==> config.mk <==
export PLATFORM = sky130hd
export DESIGN_NAME = aes_ctrl
export DESIGN_NICKNAME = d
export VERILOG_FILES = /design/src/rtl/aes_pkg.sv /design/src/rtl/aes_ctrl.sv
export SDC_FILE = /design/constraint.sdc
export NUM_CORES = 1
export LEC_CHECK = 0
export BUFFER_PORTS_ARGS = -buffer_cell sky130_fd_sc_hd__buf_4
export CORE_MARGIN = 10
export CORE_UTILIZATION = 47
export CTS_CLUSTER_DIAMETER = 100
export CTS_CLUSTER_SIZE = 25
export DETAILED_ROUTE_END_ITERATION = 8
export GPL_ROUTABILITY_DRIVEN = 0
export PLACE_DENSITY_LB_ADDON = 0.3
export SYNTH_ARGS = -nofsm -noshare
export SYNTH_HDL_FRONTEND = slang
export SYNTH_SLANG_ARGS = --single-unit
==> constraint.sdc <==
create_clock -name clock -period 1.65 [get_ports clock]
set_clock_uncertainty 0.2 [all_clocks]
set_input_delay 0.165 -clock clock [delete_from_list [all_inputs] [get_ports clock]]
set_output_delay 0.165 -clock clock [all_outputs]
set_load 0.02 [all_outputs]
==> src/rtl/aes_pkg.sv <==
// ----------------------------------------------------------------------------
// AES-256 CBC shared definitions
// S-box tables, GF(2^8) helpers and the controller/datapath command type.
// ----------------------------------------------------------------------------
package aes_pkg;

   localparam int ROUND_KEYS = 15;
   localparam int KEY_WORDS  = 4 * ROUND_KEYS;
   localparam int KW_IDX_W   = $clog2(KEY_WORDS);
   localparam int RND_W      = $clog2(ROUND_KEYS);
   localparam int CSR_IDX_W  = 2;
   localparam int CSR_W      = 64;
   localparam logic [7:0] GF_POLY = 8'h1b;

   localparam logic [0:255][7:0] SBOX = {
      8'h63,8'h7c,8'h77,8'h7b,8'hf2,8'h6b,8'h6f,8'hc5,8'h30,8'h01,8'h67,8'h2b,8'hfe,8'hd7,8'hab,8'h76,
      8'hca,8'h82,8'hc9,8'h7d,8'hfa,8'h59,8'h47,8'hf0,8'had,8'hd4,8'ha2,8'haf,8'h9c,8'ha4,8'h72,8'hc0,
      8'hb7,8'hfd,8'h93,8'h26,8'h36,8'h3f,8'hf7,8'hcc,8'h34,8'ha5,8'he5,8'hf1,8'h71,8'hd8,8'h31,8'h15,
      8'h04,8'hc7,8'h23,8'hc3,8'h18,8'h96,8'h05,8'h9a,8'h07,8'h12,8'h80,8'he2,8'heb,8'h27,8'hb2,8'h75,
      8'h09,8'h83,8'h2c,8'h1a,8'h1b,8'h6e,8'h5a,8'ha0,8'h52,8'h3b,8'hd6,8'hb3,8'h29,8'he3,8'h2f,8'h84,
      8'h53,8'hd1,8'h00,8'hed,8'h20,8'hfc,8'hb1,8'h5b,8'h6a,8'hcb,8'hbe,8'h39,8'h4a,8'h4c,8'h58,8'hcf,
      8'hd0,8'hef,8'haa,8'hfb,8'h43,8'h4d,8'h33,8'h85,8'h45,8'hf9,8'h02,8'h7f,8'h50,8'h3c,8'h9f,8'ha8,
      8'h51,8'ha3,8'h40,8'h8f,8'h92,8'h9d,8'h38,8'hf5,8'hbc,8'hb6,8'hda,8'h21,8'h10,8'hff,8'hf3,8'hd2,
      8'hcd,8'h0c,8'h13,8'hec,8'h5f,8'h97,8'h44,8'h17,8'hc4,8'ha7,8'h7e,8'h3d,8'h64,8'h5d,8'h19,8'h73,
      8'h60,8'h81,8'h4f,8'hdc,8'h22,8'h2a,8'h90,8'h88,8'h46,8'hee,8'hb8,8'h14,8'hde,8'h5e,8'h0b,8'hdb,
      8'he0,8'h32,8'h3a,8'h0a,8'h49,8'h06,8'h24,8'h5c,8'hc2,8'hd3,8'hac,8'h62,8'h91,8'h95,8'he4,8'h79,
      8'he7,8'hc8,8'h37,8'h6d,8'h8d,8'hd5,8'h4e,8'ha9,8'h6c,8'h56,8'hf4,8'hea,8'h65,8'h7a,8'hae,8'h08,
      8'hba,8'h78,8'h25,8'h2e,8'h1c,8'ha6,8'hb4,8'hc6,8'he8,8'hdd,8'h74,8'h1f,8'h4b,8'hbd,8'h8b,8'h8a,
      8'h70,8'h3e,8'hb5,8'h66,8'h48,8'h03,8'hf6,8'h0e,8'h61,8'h35,8'h57,8'hb9,8'h86,8'hc1,8'h1d,8'h9e,
      8'he1,8'hf8,8'h98,8'h11,8'h69,8'hd9,8'h8e,8'h94,8'h9b,8'h1e,8'h87,8'he9,8'hce,8'h55,8'h28,8'hdf,
      8'h8c,8'ha1,8'h89,8'h0d,8'hbf,8'he6,8'h42,8'h68,8'h41,8'h99,8'h2d,8'h0f,8'hb0,8'h54,8'hbb,8'h16
   };

   localparam logic [0:255][7:0] INV_SBOX = {
      8'h52,8'h09,8'h6a,8'hd5,8'h30,8'h36,8'ha5,8'h38,8'hbf,8'h40,8'ha3,8'h9e,8'h81,8'hf3,8'hd7,8'hfb,
      8'h7c,8'he3,8'h39,8'h82,8'h9b,8'h2f,8'hff,8'h87,8'h34,8'h8e,8'h43,8'h44,8'hc4,8'hde,8'he9,8'hcb,
      8'h54,8'h7b,8'h94,8'h32,8'ha6,8'hc2,8'h23,8'h3d,8'hee,8'h4c,8'h95,8'h0b,8'h42,8'hfa,8'hc3,8'h4e,
      8'h08,8'h2e,8'ha1,8'h66,8'h28,8'hd9,8'h24,8'hb2,8'h76,8'h5b,8'ha2,8'h49,8'h6d,8'h8b,8'hd1,8'h25,
      8'h72,8'hf8,8'hf6,8'h64,8'h86,8'h68,8'h98,8'h16,8'hd4,8'ha4,8'h5c,8'hcc,8'h5d,8'h65,8'hb6,8'h92,
      8'h6c,8'h70,8'h48,8'h50,8'hfd,8'hed,8'hb9,8'hda,8'h5e,8'h15,8'h46,8'h57,8'ha7,8'h8d,8'h9d,8'h84,
      8'h90,8'hd8,8'hab,8'h00,8'h8c,8'hbc,8'hd3,8'h0a,8'hf7,8'he4,8'h58,8'h05,8'hb8,8'hb3,8'h45,8'h06,
      8'hd0,8'h2c,8'h1e,8'h8f,8'hca,8'h3f,8'h0f,8'h02,8'hc1,8'haf,8'hbd,8'h03,8'h01,8'h13,8'h8a,8'h6b,
      8'h3a,8'h91,8'h11,8'h41,8'h4f,8'h67,8'hdc,8'hea,8'h97,8'hf2,8'hcf,8'hce,8'hf0,8'hb4,8'he6,8'h73,
      8'h96,8'hac,8'h74,8'h22,8'he7,8'had,8'h35,8'h85,8'he2,8'hf9,8'h37,8'he8,8'h1c,8'h75,8'hdf,8'h6e,
      8'h47,8'hf1,8'h1a,8'h71,8'h1d,8'h29,8'hc5,8'h89,8'h6f,8'hb7,8'h62,8'h0e,8'haa,8'h18,8'hbe,8'h1b,
      8'hfc,8'h56,8'h3e,8'h4b,8'hc6,8'hd2,8'h79,8'h20,8'h9a,8'hdb,8'hc0,8'hfe,8'h78,8'hcd,8'h5a,8'hf4,
      8'h1f,8'hdd,8'ha8,8'h33,8'h88,8'h07,8'hc7,8'h31,8'hb1,8'h12,8'h10,8'h59,8'h27,8'h80,8'hec,8'h5f,
      8'h60,8'h51,8'h7f,8'ha9,8'h19,8'hb5,8'h4a,8'h0d,8'h2d,8'he5,8'h7a,8'h9f,8'h93,8'hc9,8'h9c,8'hef,
      8'ha0,8'he0,8'h3b,8'h4d,8'hae,8'h2a,8'hf5,8'hb0,8'hc8,8'heb,8'hbb,8'h3c,8'h83,8'h53,8'h99,8'h61,
      8'h17,8'h2b,8'h04,8'h7e,8'hba,8'h77,8'hd6,8'h26,8'he1,8'h69,8'h14,8'h63,8'h55,8'h21,8'h0c,8'h7d
   };

   // controller to datapath commands
   typedef struct packed {
      logic                ks_load;   // load key words 0..7 into window, write word ks_idx
      logic                ks_step;   // compute and write next key word
      logic [KW_IDX_W-1:0] ks_idx;    // key word index being written
      logic                blk_load;  // capture input block, chain-XORed for encrypt
      logic                rnd_step;  // run one cipher round
      logic                rnd_last;  // round without column mix (last encrypt, first decrypt)
      logic                blk_done;  // finish block: chain update, load output
      logic                kw_rd;     // key store read enable
      logic [KW_IDX_W-1:0] kw_addr;   // key store read address
   } dp_cmd_type;

   function automatic logic [7:0] xtime(input logic [7:0] b);
      xtime = {b[6:0], 1'b0} ^ (b[7] ? GF_POLY : 8'h00);
   endfunction

   function automatic logic [31:0] sub_word(input logic [31:0] w);
      sub_word = {SBOX[w[31:24]], SBOX[w[23:16]], SBOX[w[15:8]], SBOX[w[7:0]]};
   endfunction

endpackage

==> src/rtl/aes_ctrl.sv <==
// ----------------------------------------------------------------------------
// AES-256 CBC controller
// Sequences key expansion, round key fetch and the round iterations.
// ----------------------------------------------------------------------------
module aes_ctrl import aes_pkg::*; (
   input  logic       clock,
   input  logic       reset,
   input  logic       keys_stale,
   input  logic       start,
   input  logic       start_dec,
   input  logic       out_free,
   output logic       busy,
   output logic       keys_done,
   output logic       result_done,
   output dp_cmd_type cmd
);

   typedef enum logic [2:0] {
      ST_IDLE, ST_KLOAD, ST_KEXP, ST_FETCH, ST_ROUND, ST_FINISH, ST_WAIT
   } state_type;

   state_type           state_ff;
   logic [KW_IDX_W-1:0] kidx_ff;
   logic [RND_W-1:0]    rnd_ff;    // rounds completed
   logic [2:0]          fcnt_ff;   // fetch step count (key word reads, read latency, settle)
   logic                dec_ff;

   // round key number used at step rnd_ff
   logic [RND_W-1:0] rk_num;
   assign rk_num = dec_ff ? RND_W'(ROUND_KEYS - 1) - rnd_ff : rnd_ff;

   always_comb begin
      cmd = '0;
      cmd.ks_idx = kidx_ff;
      case (state_ff)
         ST_KLOAD: cmd.ks_load = 1'b1;
         ST_KEXP:  cmd.ks_step = 1'b1;
         ST_FETCH: begin
            if (fcnt_ff < 3'd4) begin
               cmd.kw_rd   = 1'b1;
               cmd.kw_addr = KW_IDX_W'({rk_num, fcnt_ff[1:0]});
            end
         end
         ST_ROUND: begin
            if (rnd_ff == RND_W'(ROUND_KEYS - 1)) begin
               cmd.blk_done = 1'b1;
            end else begin
               cmd.rnd_step = 1'b1;
               // encrypt drops the column mix in its last round, decrypt in its first
               cmd.rnd_last = dec_ff ? (rnd_ff == '0)
                                     : (rnd_ff == RND_W'(ROUND_KEYS - 2));
            end
         end
         default: ;
      endcase
      cmd.blk_load = (state_ff == ST_IDLE) && start;
   end

   assign busy        = (state_ff != ST_IDLE);
   assign keys_done   = (state_ff == ST_KEXP) && (kidx_ff == KW_IDX_W'(KEY_WORDS - 1));
   assign result_done = (state_ff == ST_ROUND) && (rnd_ff == RND_W'(ROUND_KEYS - 1));

   always_ff @(posedge clock) begin
      if (reset) begin
         state_ff <= ST_IDLE;
         kidx_ff  <= '0;
         rnd_ff   <= '0;
         fcnt_ff  <= '0;
         dec_ff   <= 1'b0;
      end else begin
         case (state_ff)
            ST_IDLE: begin
               if (start) begin
                  dec_ff  <= start_dec;
                  rnd_ff  <= '0;
                  fcnt_ff <= '0;
                  kidx_ff <= '0;
                  state_ff <= keys_stale ? ST_KLOAD : ST_FETCH;
               end
            end
            ST_KLOAD: begin
               // copy key words 0..7, one per cycle
               kidx_ff <= kidx_ff + KW_IDX_W'(1);
               if (kidx_ff == KW_IDX_W'(7)) begin
                  state_ff <= ST_KEXP;
               end
            end
            ST_KEXP: begin
               kidx_ff <= kidx_ff + KW_IDX_W'(1);
               if (kidx_ff == KW_IDX_W'(KEY_WORDS - 1)) begin
                  state_ff <= ST_FETCH;
               end
            end
            ST_FETCH: begin
               fcnt_ff <= fcnt_ff + 3'd1;
               if (fcnt_ff == 3'd5) begin
                  state_ff <= ST_ROUND;
               end
            end
            ST_ROUND: begin
               fcnt_ff <= '0;
               if (rnd_ff == RND_W'(ROUND_KEYS - 1)) begin
                  state_ff <= ST_WAIT;
               end else begin
                  rnd_ff   <= rnd_ff + RND_W'(1);
                  state_ff <= ST_FETCH;
               end
            end
            ST_WAIT: begin
               if (out_free) state_ff <= ST_IDLE;
            end
            default: state_ff <= ST_IDLE;
         endcase
      end
   end

   a_round_bound: assert property (@(posedge clock) disable iff (reset)
      rnd_ff <= RND_W'(ROUND_KEYS - 1)) else $error("round count overrun");
   a_done_from_round: assert property (@(posedge clock) disable iff (reset)
      result_done |=> state_ff == ST_WAIT) else $error("finish not followed by wait");
   a_load_idle: assert property (@(posedge clock) disable iff (reset)
      cmd.blk_load |-> !$past(busy) || state_ff == ST_IDLE) else $error("load while busy");

endmodule

# [Yosys cells after proc, flatten, opt, wreduce, memory -nomap -nowiden]
# Cells that the tools add are included.
[word_totals] input_bits=6 output_inout_bits=22 elab_cells=65 ff_bits=17
[op_classes] magnitude_cmp=1 n_mux=24 n_addsub=4 reduce_logical=15 eq_ne=16
[ops] op="two-way mux 3 bit" count=8
[ops] op="case mux 3 bit (6 select lines)" count=1
[ops] op="two-way mux 7 bit" count=2
[ops] op="two-way mux 4 bit" count=3
[ops] op="case mux 6 bit (2 select lines)" count=1
[ops] op="inequality test 2 bit (second input constant)" count=5
[ops] op="equality test 3 bit (second input constant)" count=3
[ops] op="case mux 3 bit (3 select lines)" count=1
[ops] op="equality test 4 bit (second input constant)" count=2
[ops] op="case mux 4 bit (2 select lines)" count=1
[ops] op="adder 6 x 1 -> 6 bit (second input constant)" count=1
[ops] op="equality test 3 x 2 -> 1 bit (second input constant)" count=2
[ops] op="equality test 6 x 3 -> 1 bit (second input constant)" count=1
[ops] op="equality test 6 bit (second input constant)" count=1
[ops] op="two-way mux 6 bit" count=1
[ops] op="AND reduction 2 bit" count=3
[ops] op="nonzero test 3 bit" count=2
[ops] op="AND reduction 5 bit" count=1
[ops] op="adder 4 x 1 -> 4 bit (second input constant)" count=1
[ops] op="logical NOT 4 bit" count=1
[ops] op="two-way mux 1 bit" count=4
[ops] op="two-way mux 2 bit" count=2
[ops] op="nonzero test 2 bit" count=2
[ops] op="subtractor 4 bit (first input constant)" count=1
[ops] op="other kinds (8)" count=10

# [Logic depth before layout (Yosys ltp)]
[logic_depth] depth_word=4 mapped_depth=7 depth_no_buf=6

# [Least setup slack after synthesis]
# No wires, ideal clock.
[synth_timing] path_type="register to output" startpoint="reg state_ff[1]" endpoint="out cmd[3] in the netlist's numbering" arrival_time_ns=1.778 required_time_ns=1.285 n_path_buf=2 setup_slack_ns=-0.493 stages_incl_launch_ff=5 path_cell_list="dfxtp_1 -> buf_2 -> nand3b_1 -> buf_2 -> a2111oi_1"
[synth_rtl] item="from (decl)" line="aes_ctrl.sv:22" rtl="state_type state_ff;"
[synth_rtl] item="from (signal assigned)" line="aes_ctrl.sv:78" rtl="state_ff <= keys_stale ? ST_KLOAD : ST_FETCH;"
[synth_rtl] item="to (decl)" line="aes_ctrl.sv:15" rtl="output dp_cmd_type cmd"

# [Final worst setup path]
[layout_timing] startpoint="reg state_ff[2]" endpoint="reg state_ff[2]"
[layout_via] elab_chain_cells=3 word_cells_on_any_way=13 cone_classes="eq/ne: 10; mux: 1; reduce/logical: 2"
[layout_rtl] item="equality test 3 x 2 -> 1 bit, or another cell as far along" line="aes_ctrl.sv:71" rtl="case (state_ff)"
[layout_rtl] item="inequality test 2 bit (no source line) / inequality test 2 x 1 -> 1 bit (equally long branches)"
[layout_rtl] item="AND reduction 5 bit (no source line)"
# Parallel ways exist; a longest one is shown, timed or not.
# A chain may end at the register's enable or synchronous reset.

==> impl_metrics.csv <==
group,metric,value,unit
outcome,outcome,"complete, but fails checks",
outcome,violations,"negative setup slack",
placement,io_buffers,27,
cells_and_area,area_delta_synth_final,85.7,%
timing,post-route-period-util,1.21,
flow_run,drv_cap,0,
routing,vias,1502,
clocking,clkLatencyLatePin,300,ps
grt,grt_pass1_vias,1523,
clocking,clockRootBuffer,"clkbuf_4",
critical_path,setup.worst_path.class,"reg -> reg",
synth,yosys-top-cells-count,"nor2_1, dfxtp_1, a21oi_1, ha_1, o21ai_0",
power,p_total,2.43,mW
synth,synthCells,141,
cells_and_area,fillers,81,
synth,synthTopCellsByArea,"dfxtp_1, ha_1, nor2_1",
timing,slew_headroom,0.713,
power,powerDensity,1160,mW/mm^2
floorplanning,fp.dieW,69.0,um
synth,synth_area,0.00113,mm^2
synth,synth_flop_cell,"dfxtp_1",
routing,routed_wl,5310,um
timing,rsz0062_at_grt,"true",
min_path,hold_class,"in -> reg",
critical_path,ff2ff_setup_slack,-340,ps
floorplanning,rows,17,
synth,synth_top_area_share,0.302,
grt,grt_max_degree,13,
routing,drc,0,
synth,seq_area_frac_synth,0.302,
critical_path,critPathMaxFanout,7,
critical_path,end_kind,"flop",
floorplanning,die_h,69.0,um
timing,setup_tns,-5370,ps
synth,async_reset_ff_frac,0,
floorplanning,start_util,0.499,
timing,finalHoldViolCount,0,
timing,worst_slack,-343,ps
critical_path,cp-start-kind,"flop",
cells_and_area,antenna_cells,0,
critical_path,cp.required,1640,ps
clocking,cts.clk_slew.worst_paths,110,ps
timing,tightest_slew,420,ps
grt,antenna_found_initial,0,
timing,max_clock_freq,502,MHz
floorplanning,pin_count,28,
grt,grt_use_total,0.224,
critical_path,worstPathArrival,1980,ps
synth,synth_top_area_cell,"dfxtp_1",
synth,ys_seq_elements,17,
routing,drt_iter0_drc,174,
clocking,clock_sinks,17,
placement,hpwl,2800,um
synth,synth_edf_count,0,
synth,syn_avg_cell_area,7.99,um^2
grt,gr-total-overflow,0,
timing,maxSlewViolCount,0,
timing,setup-violations-final,29,
power,p_leak,0.870,nW
power,ir_worst_vdd,1100,uV
clocking,cts_buffer_depth,2,
synth,ys_types,44,
synth,yosysMostFrequentCell,"nor2_1",
critical_path,cpMaxStageDelayCell,"or3b_1",
cells_and_area,fin_nets,225,
routing,wl_per_cell,22.2,um
cells_and_area,drive_above_1_share,0.630,
critical_path,crit_chain,"buf_4, or3b_1, a21oi_1, nor4_2, o211a_1",
clocking,h-tree-depth,1,
floorplanning,core_area,0.00225,mm^2
timing,fin_crit,1990,ps
clocking,cts_made_buffers,3,
grt,grt_pass1_wl,8200,um
routing,ant_nets,0,
synth,yosysWarnings,0,
clocking,cts_tree,"done",
floorplanning,dieArea,0.00475,mm^2
synth,syn-num-nets,154,
routing,via_per_inst,6.28,
routing,drt_pre_antenna_iters,5,
critical_path,cpPeakStageDelay,410,ps
path summary, 6_finish.rpt:
path | start | to | cells past startpoint
max reg2reg | state_ff[2] | state_ff[2] | 5
min reg2reg | fcnt_ff[0] | fcnt_ff[0] | 2
max | state_ff[2] | state_ff[2] | 5
min | start | kidx_ff[0] | 3
what timing repair did:
item                                    4_1_cts  5_1_grt
pin swaps                                    16        7
gates resized for setup                      44       20
hold endpoints to repair                      9        0
hold buffers                                  2        0
cloned                                        0        0
buffers inserted                             10        4
endpoints found under the setup margin       28       33
layer usage:
| layer | global-route usage | vias up | share of wire |
|---|---|---|---|
| li1 | - | 639 | - |
| met1 | 0.266 | 703 | 0.37 |
| met2 | 0.388 | 125 | 0.48 |
| met3 | 0.0548 | 35 | 0.10 |
| met4 | 0.0640 | 0 | 0.044 |
| met5 | 0 | - | 0 |
cell families after synthesis:
logic type | share of synthesized area
flops | 0.302
simple gates | 0.323
buf+inv | 0.0644
xor+xnor | 0.0544
compound gates | 0.160
fa+ha+maj | 0.0778
mux | 0.0178
worst max-delay path: cells and delay by family (launching register included):
kind / cells / cell delay [ps]
AND/OR/NAND/NOR: 2 / 530
flip-flops: 1 / 380
buffers and inverters: 1 / 150
AO/OA/AOI/OAI: 2 / 620
final cells by class:
| class | count | area (um^2) | share of cell area |
|---|---|---|---|
| timing repair buffer | 75 | 641 | 0.306 |
| inverter | 7 | 33.8 | 0.0162 |
| multi-input combinational | 108 | 988 | 0.473 |
| tap | 28 | 35.0 | 0.0168 |
| sequential | 17 | 367 | 0.175 |
| clock buffer | 4 | 26.3 | 0.0126 |
cells in the final DEF (no fill, tap or decap), types with 5 or more instances in the layout:
cell type  synthesis  layout
nor3_2             0       5
nor2_1            19      13
buf_4              2      56
buf_6              0      16
dfxtp_4            0       6
dfxtp_1           17       8
a21oi_1           10       7
metrics by stage:
stage	util	cells	instance area, um^2	setup WS, ps	hold WS [ps]
5_1_grt	0.927	239	2090	-426	38.4
2_1_floorplan	-	141	1250	-86.4	112
3_5_place_dp	0.752	220	1700	-156	224
6_report	0.927	239	2090	-343	42.3
4_1_cts	0.885	236	2000	-271	30.8
3_3_place_gp	0.752	220	1700	-94.6	210
power by group:
part / switching (mW) / total (mW) / internal [mW]
registers: 0.108 / 0.604 / 0.496
logic: 0.801 / 1.59 / 0.789
clock network: 0.144 / 0.239 / 0.0941
sequential cells by signal, indices dropped and copies added (netlist names):
register and flops:
state_ff 3, rnd_ff 4, kidx_ff 6, fcnt_ff 3
dec_ff 1
Power figures use the tool's default switching activity.
